### src/design/assert_macros.svh
// assertion helpers for the rational arithmetic unit
`ifndef ASSERT_MACROS_SVH
`define ASSERT_MACROS_SVH
`ifndef SYNTHESIS
`define RAU_ASSERT(lbl, clk, rst_n, prop) \
	lbl: assert property (@(posedge clk) disable iff (!rst_n) prop) else $error("assertion failed");
`define RAU_ASSERT_NR(lbl, clk, prop) \
	lbl: assert property (@(posedge clk) prop) else $error("assertion failed");
`else
`define RAU_ASSERT(lbl, clk, rst_n, prop)
`define RAU_ASSERT_NR(lbl, clk, prop)
`endif
`endif

### src/design/rau_pkg.sv
`default_nettype none
package rau_pkg;
	localparam int unsigned FW = 32;
	localparam logic [2:0] KIND_ADD = 3'd0;
	localparam logic [2:0] KIND_SUB = 3'd1;
	localparam logic [2:0] KIND_MUL = 3'd2;
	localparam logic [2:0] KIND_DIV = 3'd3;
	localparam logic [2:0] KIND_POW = 3'd4;

	typedef struct packed {
		logic [2:0] kind;
		logic signed [FW-1:0] a_num;
		logic signed [FW-1:0] a_den;
		logic signed [FW-1:0] b_num;
		logic signed [FW-1:0] b_den;
	} req_t;

	typedef struct packed {
		logic signed [FW-1:0] res_num;
		logic signed [FW-1:0] res_den;
		logic error;
	} rsp_t;

	typedef enum logic [1:0] {
		OP_RED, // cross products, then reduce
		OP_POW,
		OP_ERR
	} op_t;

	typedef enum logic [3:0] {
		ST_IDLE, ST_X1, ST_X2, ST_X3, ST_GCD_START, ST_GCD_WAIT,
		ST_Q1, ST_Q1_WAIT, ST_Q2_WAIT, ST_POW_N, ST_POW_D, ST_DONE
	} bst_t;
endpackage
`default_nettype wire

### src/design/rau_divider.sv
`default_nettype none
// unsigned restoring divider, one quotient bit a cycle
module rau_divider import rau_pkg::*; #(
	parameter int unsigned W = 32
) (
	input wire logic clk,
	input wire logic arst_n,
	input wire logic start,
	input wire logic [W-1:0] dividend,
	input wire logic [W-1:0] divisor,
	output logic busy,
	output logic done,
	output logic [W-1:0] quot,
	output logic [W-1:0] rem
);
	localparam int unsigned CW = $clog2(W + 1);
	logic [CW-1:0] cnt_q;
	logic [W-1:0] dvs_q;
	logic [W:0] trial;

	assign trial = {rem[W-1:0], quot[W-1]} - {1'b0, dvs_q};

	always_ff @(posedge clk or negedge arst_n) begin
		if (!arst_n) begin
			cnt_q <= '0;
			busy <= 1'b0;
			done <= 1'b0;
		end else begin
			done <= 1'b0;
			if (start) begin
				busy <= 1'b1;
				cnt_q <= CW'(W);
			end else if (busy) begin
				cnt_q <= cnt_q - 1'b1;
				if (cnt_q == CW'(1)) begin
					busy <= 1'b0;
					done <= 1'b1;
				end
			end
		end
	end

	always_ff @(posedge clk) begin
		if (start) begin
			quot <= dividend;
			rem <= '0;
			dvs_q <= divisor;
		end else if (busy) begin
			if (!trial[W]) begin
				rem <= trial[W-1:0];
				quot <= {quot[W-2:0], 1'b1};
			end else begin
				rem <= {rem[W-2:0], quot[W-1]};
				quot <= {quot[W-2:0], 1'b0};
			end
		end
	end
endmodule
`default_nettype wire

### src/design/rau_front.sv
`default_nettype none
// accepts requests, classifies them, and keeps a two-entry queue for the back end
module rau_front import rau_pkg::*; #(
	parameter int unsigned WIDTH = 32,
	parameter int unsigned MAX_EXP = 31
) (
	input wire logic clk,
	input wire logic arst_n,
	input wire logic in_valid,
	input wire req_t in_req,
	output logic in_stall,
	output logic q_valid,
	output req_t q_req,
	output op_t q_op,
	input wire logic q_take
);
	req_t req_q [2];
	op_t op_q [2];
	logic [1:0] cnt_q;
	logic wr_q, rd_q;
	logic push, pop;
	op_t cls;
	logic [WIDTH-1:0] bnw, emag;

	// exponent seen at the working width
	assign bnw = WIDTH'($signed(in_req.b_num));
	assign emag = bnw[WIDTH-1] ? -bnw : bnw;

	always_comb begin
		case (in_req.kind)
			KIND_ADD, KIND_SUB, KIND_MUL, KIND_DIV: cls = OP_RED;
			KIND_POW: cls = (emag > WIDTH'(MAX_EXP)) ? OP_ERR : OP_POW;
			default: cls = OP_ERR;
		endcase
	end

	assign in_stall = (cnt_q == 2'd2);
	assign push = in_valid && !in_stall;
	assign q_valid = (cnt_q != 2'd0);
	assign pop = q_valid && q_take;
	assign q_req = req_q[rd_q];
	assign q_op = op_q[rd_q];

	always_ff @(posedge clk or negedge arst_n) begin
		if (!arst_n) begin
			cnt_q <= '0;
			wr_q <= 1'b0;
			rd_q <= 1'b0;
		end else begin
			if (push) wr_q <= !wr_q;
			if (pop) rd_q <= !rd_q;
			cnt_q <= cnt_q + {1'b0, push} - {1'b0, pop};
		end
	end

	always_ff @(posedge clk) begin
		if (push) begin
			req_q[wr_q] <= in_req;
			op_q[wr_q] <= cls;
		end
	end

	`include "assert_macros.svh"
	`RAU_ASSERT(a_no_overflow, clk, arst_n, cnt_q <= 2'd2)
	`RAU_ASSERT(a_push_full, clk, arst_n, (cnt_q == 2'd2) |-> !push)
	`RAU_ASSERT(a_pop_empty, clk, arst_n, (cnt_q == 2'd0) |-> !pop)
endmodule
`default_nettype wire

### src/design/rau_back.sv
`default_nettype none
// executes one request at a time: cross products, euclid on the shared divider, power loop
module rau_back import rau_pkg::*; #(
	parameter int unsigned WIDTH = 32
) (
	input wire logic clk,
	input wire logic arst_n,
	input wire logic q_valid,
	input wire req_t q_req,
	input wire op_t q_op,
	output logic q_take,
	output logic out_valid,
	output rsp_t out_rsp,
	input wire logic out_stall
);
	localparam int unsigned EW = 6;
	bst_t st_q, st_d;
	logic [2:0] kind_q;
	logic [WIDTH-1:0] an_q, ad_q, bn_q, bd_q;
	logic [WIDTH-1:0] p_q, num_q, den_q, x_q, y_q;
	logic [EW-1:0] e_q;
	logic err_q;
	logic [WIDTH-1:0] ma, mb, prod;
	logic dv_start, dv_busy, dv_done;
	logic [WIDTH-1:0] dv_n, dv_d, dv_quo, dv_rem;
	logic neg_n, neg_d;
	logic [WIDTH-1:0] srem, sq;
	logic [WIDTH-1:0] q_bn;

	function automatic logic [WIDTH-1:0] ext(input logic [FW-1:0] v);
		return WIDTH'($signed(v));
	endfunction

	function automatic logic [WIDTH-1:0] mag(input logic [WIDTH-1:0] v);
		return v[WIDTH-1] ? -v : v;
	endfunction

	assign q_bn = ext(q_req.b_num);

	// one shared multiplier, low bits only
	assign prod = ma * mb;
	always_comb begin
		ma = an_q;
		mb = bd_q;
		unique case (st_q)
			ST_X1: begin ma = an_q; mb = (kind_q == KIND_MUL) ? bn_q : bd_q; end
			ST_X2: begin ma = ad_q; mb = (kind_q == KIND_DIV) ? bn_q : bd_q; end
			ST_X3: begin ma = ad_q; mb = bn_q; end
			ST_POW_N: begin ma = num_q; mb = an_q; end
			ST_POW_D: begin ma = den_q; mb = ad_q; end
			default: ;
		endcase
	end

	rau_divider #(.W(WIDTH)) u_div (
		.clk(clk), .arst_n(arst_n), .start(dv_start),
		.dividend(dv_n), .divisor(dv_d),
		.busy(dv_busy), .done(dv_done), .quot(dv_quo), .rem(dv_rem)
	);

	assign srem = neg_n ? -dv_rem : dv_rem;
	assign sq = (neg_n != neg_d) ? -dv_quo : dv_quo;

	always_comb begin
		st_d = st_q;
		q_take = 1'b0;
		dv_start = 1'b0;
		dv_n = mag(x_q);
		dv_d = mag(y_q);
		neg_n = x_q[WIDTH-1];
		neg_d = y_q[WIDTH-1];
		unique case (st_q)
			ST_IDLE: if (q_valid) begin
				q_take = 1'b1;
				unique case (q_op)
					OP_RED: st_d = ST_X1;
					OP_POW: st_d = ST_POW_N;
					default: st_d = ST_DONE;
				endcase
			end
			ST_X1: st_d = ST_X2;
			ST_X2: st_d = (kind_q == KIND_ADD || kind_q == KIND_SUB) ? ST_X3 : ST_GCD_START;
			ST_X3: st_d = ST_GCD_START;
			ST_GCD_START: begin
				if (y_q == '0) begin
					st_d = (x_q == '0) ? ST_DONE : ST_Q1;
				end else begin
					dv_start = 1'b1;
					st_d = ST_GCD_WAIT;
				end
			end
			ST_GCD_WAIT: if (dv_done) st_d = ST_GCD_START;
			ST_Q1: begin
				dv_n = mag(num_q);
				dv_d = mag(x_q);
				dv_start = 1'b1;
				st_d = ST_Q1_WAIT;
			end
			ST_Q1_WAIT: begin
				neg_n = num_q[WIDTH-1];
				neg_d = x_q[WIDTH-1];
				dv_n = mag(den_q);
				dv_d = mag(x_q);
				if (dv_done) begin
					dv_start = 1'b1;
					st_d = ST_Q2_WAIT;
				end
			end
			ST_Q2_WAIT: begin
				neg_n = den_q[WIDTH-1];
				neg_d = x_q[WIDTH-1];
				if (dv_done) st_d = ST_DONE;
			end
			ST_POW_N: st_d = (e_q == '0) ? ST_DONE : ST_POW_D;
			ST_POW_D: st_d = ST_POW_N;
			ST_DONE: if (!out_stall) st_d = ST_IDLE;
			default: st_d = ST_IDLE;
		endcase
	end

	always_ff @(posedge clk or negedge arst_n) begin
		if (!arst_n) st_q <= ST_IDLE;
		else st_q <= st_d;
	end

	always_ff @(posedge clk) begin
		unique case (st_q)
			ST_IDLE: begin
				kind_q <= q_req.kind;
				err_q <= (q_op == OP_ERR);
				bn_q <= q_bn;
				bd_q <= ext(q_req.b_den);
				num_q <= WIDTH'(1);
				den_q <= WIDTH'(1);
				e_q <= EW'(mag(q_bn));
				// negative exponent swaps the parts of a
				if (q_op == OP_POW && q_bn[WIDTH-1]) begin
					an_q <= ext(q_req.a_den);
					ad_q <= ext(q_req.a_num);
				end else begin
					an_q <= ext(q_req.a_num);
					ad_q <= ext(q_req.a_den);
				end
			end
			ST_X1: p_q <= prod;
			ST_X2: begin
				if (kind_q == KIND_ADD || kind_q == KIND_SUB) begin
					den_q <= prod;
				end else begin
					num_q <= p_q;
					den_q <= prod;
					x_q <= p_q;
					y_q <= prod;
				end
			end
			ST_X3: begin
				num_q <= (kind_q == KIND_ADD) ? p_q + prod : p_q - prod;
				x_q <= (kind_q == KIND_ADD) ? p_q + prod : p_q - prod;
				y_q <= den_q;
			end
			ST_GCD_START: if (y_q == '0 && x_q == '0) err_q <= 1'b1;
			ST_GCD_WAIT: if (dv_done) begin
				x_q <= y_q;
				y_q <= srem;
			end
			ST_Q1_WAIT: if (dv_done) num_q <= sq;
			ST_Q2_WAIT: if (dv_done) den_q <= sq;
			ST_POW_N: if (e_q != '0) num_q <= prod;
			ST_POW_D: begin
				den_q <= prod;
				e_q <= e_q - 1'b1;
			end
			default: ;
		endcase
	end

	assign out_valid = (st_q == ST_DONE);
	assign out_rsp.res_num = err_q ? '0 : FW'($signed(num_q));
	assign out_rsp.res_den = err_q ? '0 : FW'($signed(den_q));
	assign out_rsp.error = err_q;

	`include "assert_macros.svh"
	`RAU_ASSERT(a_take_idle, clk, arst_n, q_take |-> (st_q == ST_IDLE))
	`RAU_ASSERT(a_div_free, clk, arst_n, dv_start |-> !dv_busy)
	`RAU_ASSERT(a_hold, clk, arst_n, (out_valid && out_stall) |=> out_valid && $stable(out_rsp))
endmodule
`default_nettype wire

### src/design/rational_arith_unit_top.sv
`default_nettype none
// Fraction arithmetic unit: add, subtract, multiply, divide (reduced by a truncating-remainder
// euclid gcd) and integer power (not reduced). One request is worked at a time in the back
// end; a two-entry queue in the front end takes up to two more. Power multiplies both parts
// once per exponent step (exponent magnitude at most MAX_EXP); the other kinds run the
// gcd steps on the shared bit-serial divider and then two more divisions for the
// reduction. Errors give 0/0.
module rational_arith_unit_top import rau_pkg::*; #(
	parameter int unsigned WIDTH = 32,
	parameter int unsigned MAX_EXP = 31
) (
	input wire logic clk,
	input wire logic arst_n,
	input wire logic in_valid,
	output logic in_stall,
	input wire req_t in_req,
	output logic out_valid,
	input wire logic out_stall,
	output rsp_t out_rsp
);
	logic q_valid, q_take;
	req_t q_req;
	op_t q_op;

	rau_front #(.WIDTH(WIDTH), .MAX_EXP(MAX_EXP)) u_front (
		.clk(clk), .arst_n(arst_n), .in_valid(in_valid), .in_req(in_req),
		.in_stall(in_stall), .q_valid(q_valid), .q_req(q_req), .q_op(q_op),
		.q_take(q_take)
	);

	rau_back #(.WIDTH(WIDTH)) u_back (
		.clk(clk), .arst_n(arst_n), .q_valid(q_valid), .q_req(q_req), .q_op(q_op),
		.q_take(q_take), .out_valid(out_valid), .out_rsp(out_rsp), .out_stall(out_stall)
	);
endmodule
`default_nettype wire

### config.mk
export PLATFORM = sky130hd
export DESIGN_NAME = rational_arith_unit_top
export DESIGN_NICKNAME = d
export VERILOG_FILES = /design/src/design/rau_pkg.sv /design/src/design/rau_divider.sv /design/src/design/rau_front.sv /design/src/design/rau_back.sv /design/src/design/rational_arith_unit_top.sv
export VERILOG_INCLUDE_DIRS = /design/src /design/src/design
export SDC_FILE = /design/constraint.sdc
export NUM_CORES = 2
export LEC_CHECK = 0
export ABC_AREA = 0
export BUFFER_PORTS_ARGS = -buffer_cell sky130_fd_sc_hd__buf_2
export CORE_ASPECT_RATIO = 1.75
export CORE_MARGIN = 2
export CORE_UTILIZATION = 35
export DETAILED_ROUTE_END_ITERATION = 10
export GPL_TIMING_DRIVEN = 0
export PLACE_DENSITY = 0.61
export SLEW_MARGIN = 25
export SYNTH_ARGS = -nofsm -noshare
export SYNTH_HDL_FRONTEND = slang
export SYNTH_SLANG_ARGS = --single-unit
### constraint.sdc
create_clock -name clk -period 12.7 [get_ports clk]
set_clock_uncertainty 0.15 [all_clocks]
set_input_delay 0.635 -clock clk [delete_from_list [all_inputs] [get_ports clk]]
set_output_delay 0.635 -clock clk [all_outputs]
set_load 0.01 [all_outputs]
==> impl_metrics.csv <==
group,metric,value,unit
sta,fin_ws,0.274,ns
die,core,150000,um^2
die,initial_core_util,0.353,
die,dieHeight,518,um
die,die_area,154000,um^2
min_path,hp-start,"in_req[32]",
sta,min_period_over_period,0.978,
clock_tree,clock-sinks,676,
placement,port_buffers,201,
grt,antenna_found_initial,19,
die,rows,188,
critical_path,rrSetupSlack,0.27,ns
layout,layout.nets,6239,
min_path,hold_path.class,"in2reg",
sta,tightest_slew,1.22,ns
placement,dp_hpwl,190000,um
die,io_pins,202,
layout,final_area,61900,um^2
detailed_routing,wl,231000,um
placement,dp_slack,-3.01,ns
grt,grt_usage,0.299,
placement,place_area,57500,um^2
clock_tree,cts_made_buffers,69,
critical_path,path_class,"reg2reg",
layout,nFillCells,14500,
min_path,whs_endpoint,"u_front.req_q[0][32]$_DFFE_PP_",
critical_path,crit_required,12.98,ns
sta,max_slew_margin,0.188,
min_path,whs_path_depth,1,
critical_path,crit_family,"adder cells",
critical_path,r2r_cells,44,
sta,setup_viol,0,
synthesis,synth_area,52800,um^2
run_status,status,"complete, no violations",
critical_path,cp-end-kind,"flop",
synthesis,yosysWarnings,0,
detailed_routing,via_per_inst,5.65,
layout,final_core_util,0.413,
critical_path,crit_path_start,"u_back.st_q[0]$_DFFE_PN0P_",
clock_tree,clkLatencyLatePin,0.73,ns
clock_tree,clk_path_buf_depth,3,
clock_tree,clk_pin_slew,0.07,ns
detailed_routing,dr.pass1.iters,6,
detailed_routing,ant_nets,0,
critical_path,cpMaxStageDelayCell,"nor2_1",
clock_tree,root_buffer,"clkbuf_16",
synthesis,yosysSeqAreaShare,0.377,
synthesis,synth-main-ff-cell,"edfxtp_1",
layout,drive_gt1_frac,0.141,
clock_tree,cts_max_level,3,
grt,grt_pass1_vias,44600,
detailed_routing,vias,42700,
synthesis,synth_edf_count,628,
detailed_routing,wl_per_cell,30.6,um
critical_path,timing.rr.start,"u_back.st_q[0]$_DFFE_PN0P_",
synthesis,synth_fp_nets,5796,
critical_path,cp-start-kind,"flop",
critical_path,critical_path_buf_inv_count,9,
sta,max_freq,80.5,MHz
layout,most-common-layout-cells,"edfxtp_1 (628), inv_1 (549), nand2_1 (530)",
sta,hold_viol,0,
grt,grt_pass1_wl,324000,um
sta,grt_setup_unrepaired,"no",
synthesis,synth-seq-cells,676,
synthesis,syn_avg_cell_area,10.5,um^2
critical_path,cp_common_cell,"fa_1",
placement,gp_congestion,1.03,
layout,layout_commonest_cell,"edfxtp_1",
layout,area_delta_synth_final,17.2,%
detailed_routing,drc,0,
grt,grt_overflow,0,
critical_path,cpPeakStageDelay,0.86,ns
synthesis,syn_inst,5050,
grt,grt_max_degree,91,
sta,period_minus_slack,12.43,ns
die,die_w,298,um
detailed_routing,drt_iter0_drc,3632,
synthesis,synth_cell_types,90,
run,maxCapViolCount,0,
synthesis,synth-async-reset-ratio,0.0237,
clock_tree,cts_tree,"yes",
sta,whs,0.0463,ns
critical_path,rr_endpoint,"u_back.x_q[29]$_DFFE_PP_",
sta,final-max-slew-violation-count,0,
critical_path,crit_fanout,11,
critical_path,cp.arrival,12.70,ns
==> cell type report <==
type,instances,area [um^2],area share
Antenna cell,8,20.0,0.000323
Buffer,251,1350,0.0218
Clock buffer,77,1770,0.0285
Clock inverter,50,536,0.00865
Inverter,554,2090,0.0338
Multi-Input combinational cell,3557,30800,0.497
Sequential cell,676,19900,0.321
Tap cell,1995,2500,0.0403
Timing Repair Buffer,384,2970,0.0480
==> per-stage QoR <==
stage | setup TNS [ns] | instances
floorplan | 0 | 5050
global placement | -76.74 | 7246
detailed placement | -49.15 | 7302
CTS | 0 | 7532
global route | 0 | 7547
finish | 0 | 7552
==> Yosys cell counts, types with 17 or more instances <==
library cell    n  share of area
ha_1          201          0.048
edfxtp_1      628           0.36
a221o_1        54          0.010
a211oi_1       18         0.0026
mux4_2         64          0.027
fa_1          410           0.16
o21a_1         20         0.0028
mux2_2         68          0.014
nor2_1        449          0.032
o31ai_1        51         0.0072
a21oi_1       201          0.019
and2_1         42         0.0050
a21o_1         50         0.0071
clkbuf_1      198          0.014
mux2i_1        41         0.0078
nand2b_1       38         0.0045
buf_2          27         0.0026
nor4_1         23         0.0027
nor3_1         46         0.0044
buf_1          22         0.0016
a22oi_1       112          0.016
nand2_1       531          0.038
o21ai_0       237          0.022
dfxtp_1        32          0.012
xnor2_1       212          0.035
or4_1          30         0.0043
a221oi_1       56         0.0093
or3_1          46         0.0054
o22ai_1        41         0.0049
inv_1         552          0.039
o41ai_1        28         0.0046
nand3_1        32         0.0030
or2_2          17         0.0020
nor2b_1        84         0.0099
xor2_1        137          0.023
==> worst max path at each step <==
| stage | to | slack (ns) | cells past startpoint |
|---|---|---|---|
| after global routing | u_back.num_q[31]$_DFFE_PP_ | 0.006 | 42 |
| after CTS | u_back.num_q[31]$_DFFE_PP_ | 0.002 | 46 |
| after detailed placement | u_back.num_q[31]$_DFFE_PP_ | -3.01 | 45 |
| after floorplan | u_back.num_q[31]$_DFFE_PP_ | 1.02 | 43 |
| after global placement | u_back.num_q[31]$_DFFE_PP_ | -3.50 | 42 |
| final | u_back.x_q[29]$_DFFE_PP_ | 0.27 | 44 |
==> logic make-up (layout without fill, tap and decap cells) <==
group,Yosys count,after routing,synth area share
AO/OA/AOI/OAI,1007,1007,0.129
XOR/XNOR,356,356,0.0609
adder cells (fa/ha/maj),611,611,0.203
flip-flops,676,676,0.377
other,0,8,0
AND/OR/NAND/NOR,1410,1410,0.121
multiplexers,173,173,0.0495
buffers and inverters,817,1316,0.0604
==> metal layers <==
metal / GRT usage / up-vias / share of wire
li1: - / 18500 / -
met1: 0.290 / 21400 / 0.32
met2: 0.534 / 2002 / 0.51
met3: 0.0435 / 711 / 0.057
met4: 0.292 / 0 / 0.12
met5: 0 / - / 0
==> registers in the layout, indices dropped and copies added, names as in the netlist, 32 cells and up <==
register / flops
u_back.bd_q: 32
u_back.u_div.quot: 32
u_back.ad_q: 32
u_back.u_div.rem: 32
u_back.an_q: 32
u_back.u_div.dvs_q: 32
u_back.y_q: 32
u_back.bn_q: 32
u_back.p_q: 32
u_back.den_q: 32
u_back.num_q: 32
u_front.req_q: 262
u_back.x_q: 32
==> worst register-to-register path: cells and delay by family (launching register included) <==
family | cells | cell delay [ns]
xor gates and xnor gates | 2 | 0.40
adders and majority gates | 10 | 4.22
and+or+nand+nor | 12 | 3.38
AOI/OAI and AO/OA | 11 | 2.46
buffers and inverters | 9 | 1.09
DFF | 1 | 0.45
==> repair_timing <==
item / CTS / global route
setup endpoints to repair: 36 / 18
cloned: 0 / 0
hold endpoints to repair: 216 / 0
pin swaps: 6 / 10
buffers inserted: 5 / 19
hold buffers: 101 / 0
resized for setup: 134 / 119
Power is not shown: default switching activity piles up to over one toggle a cycle in this logic, so the estimate is an artifact.
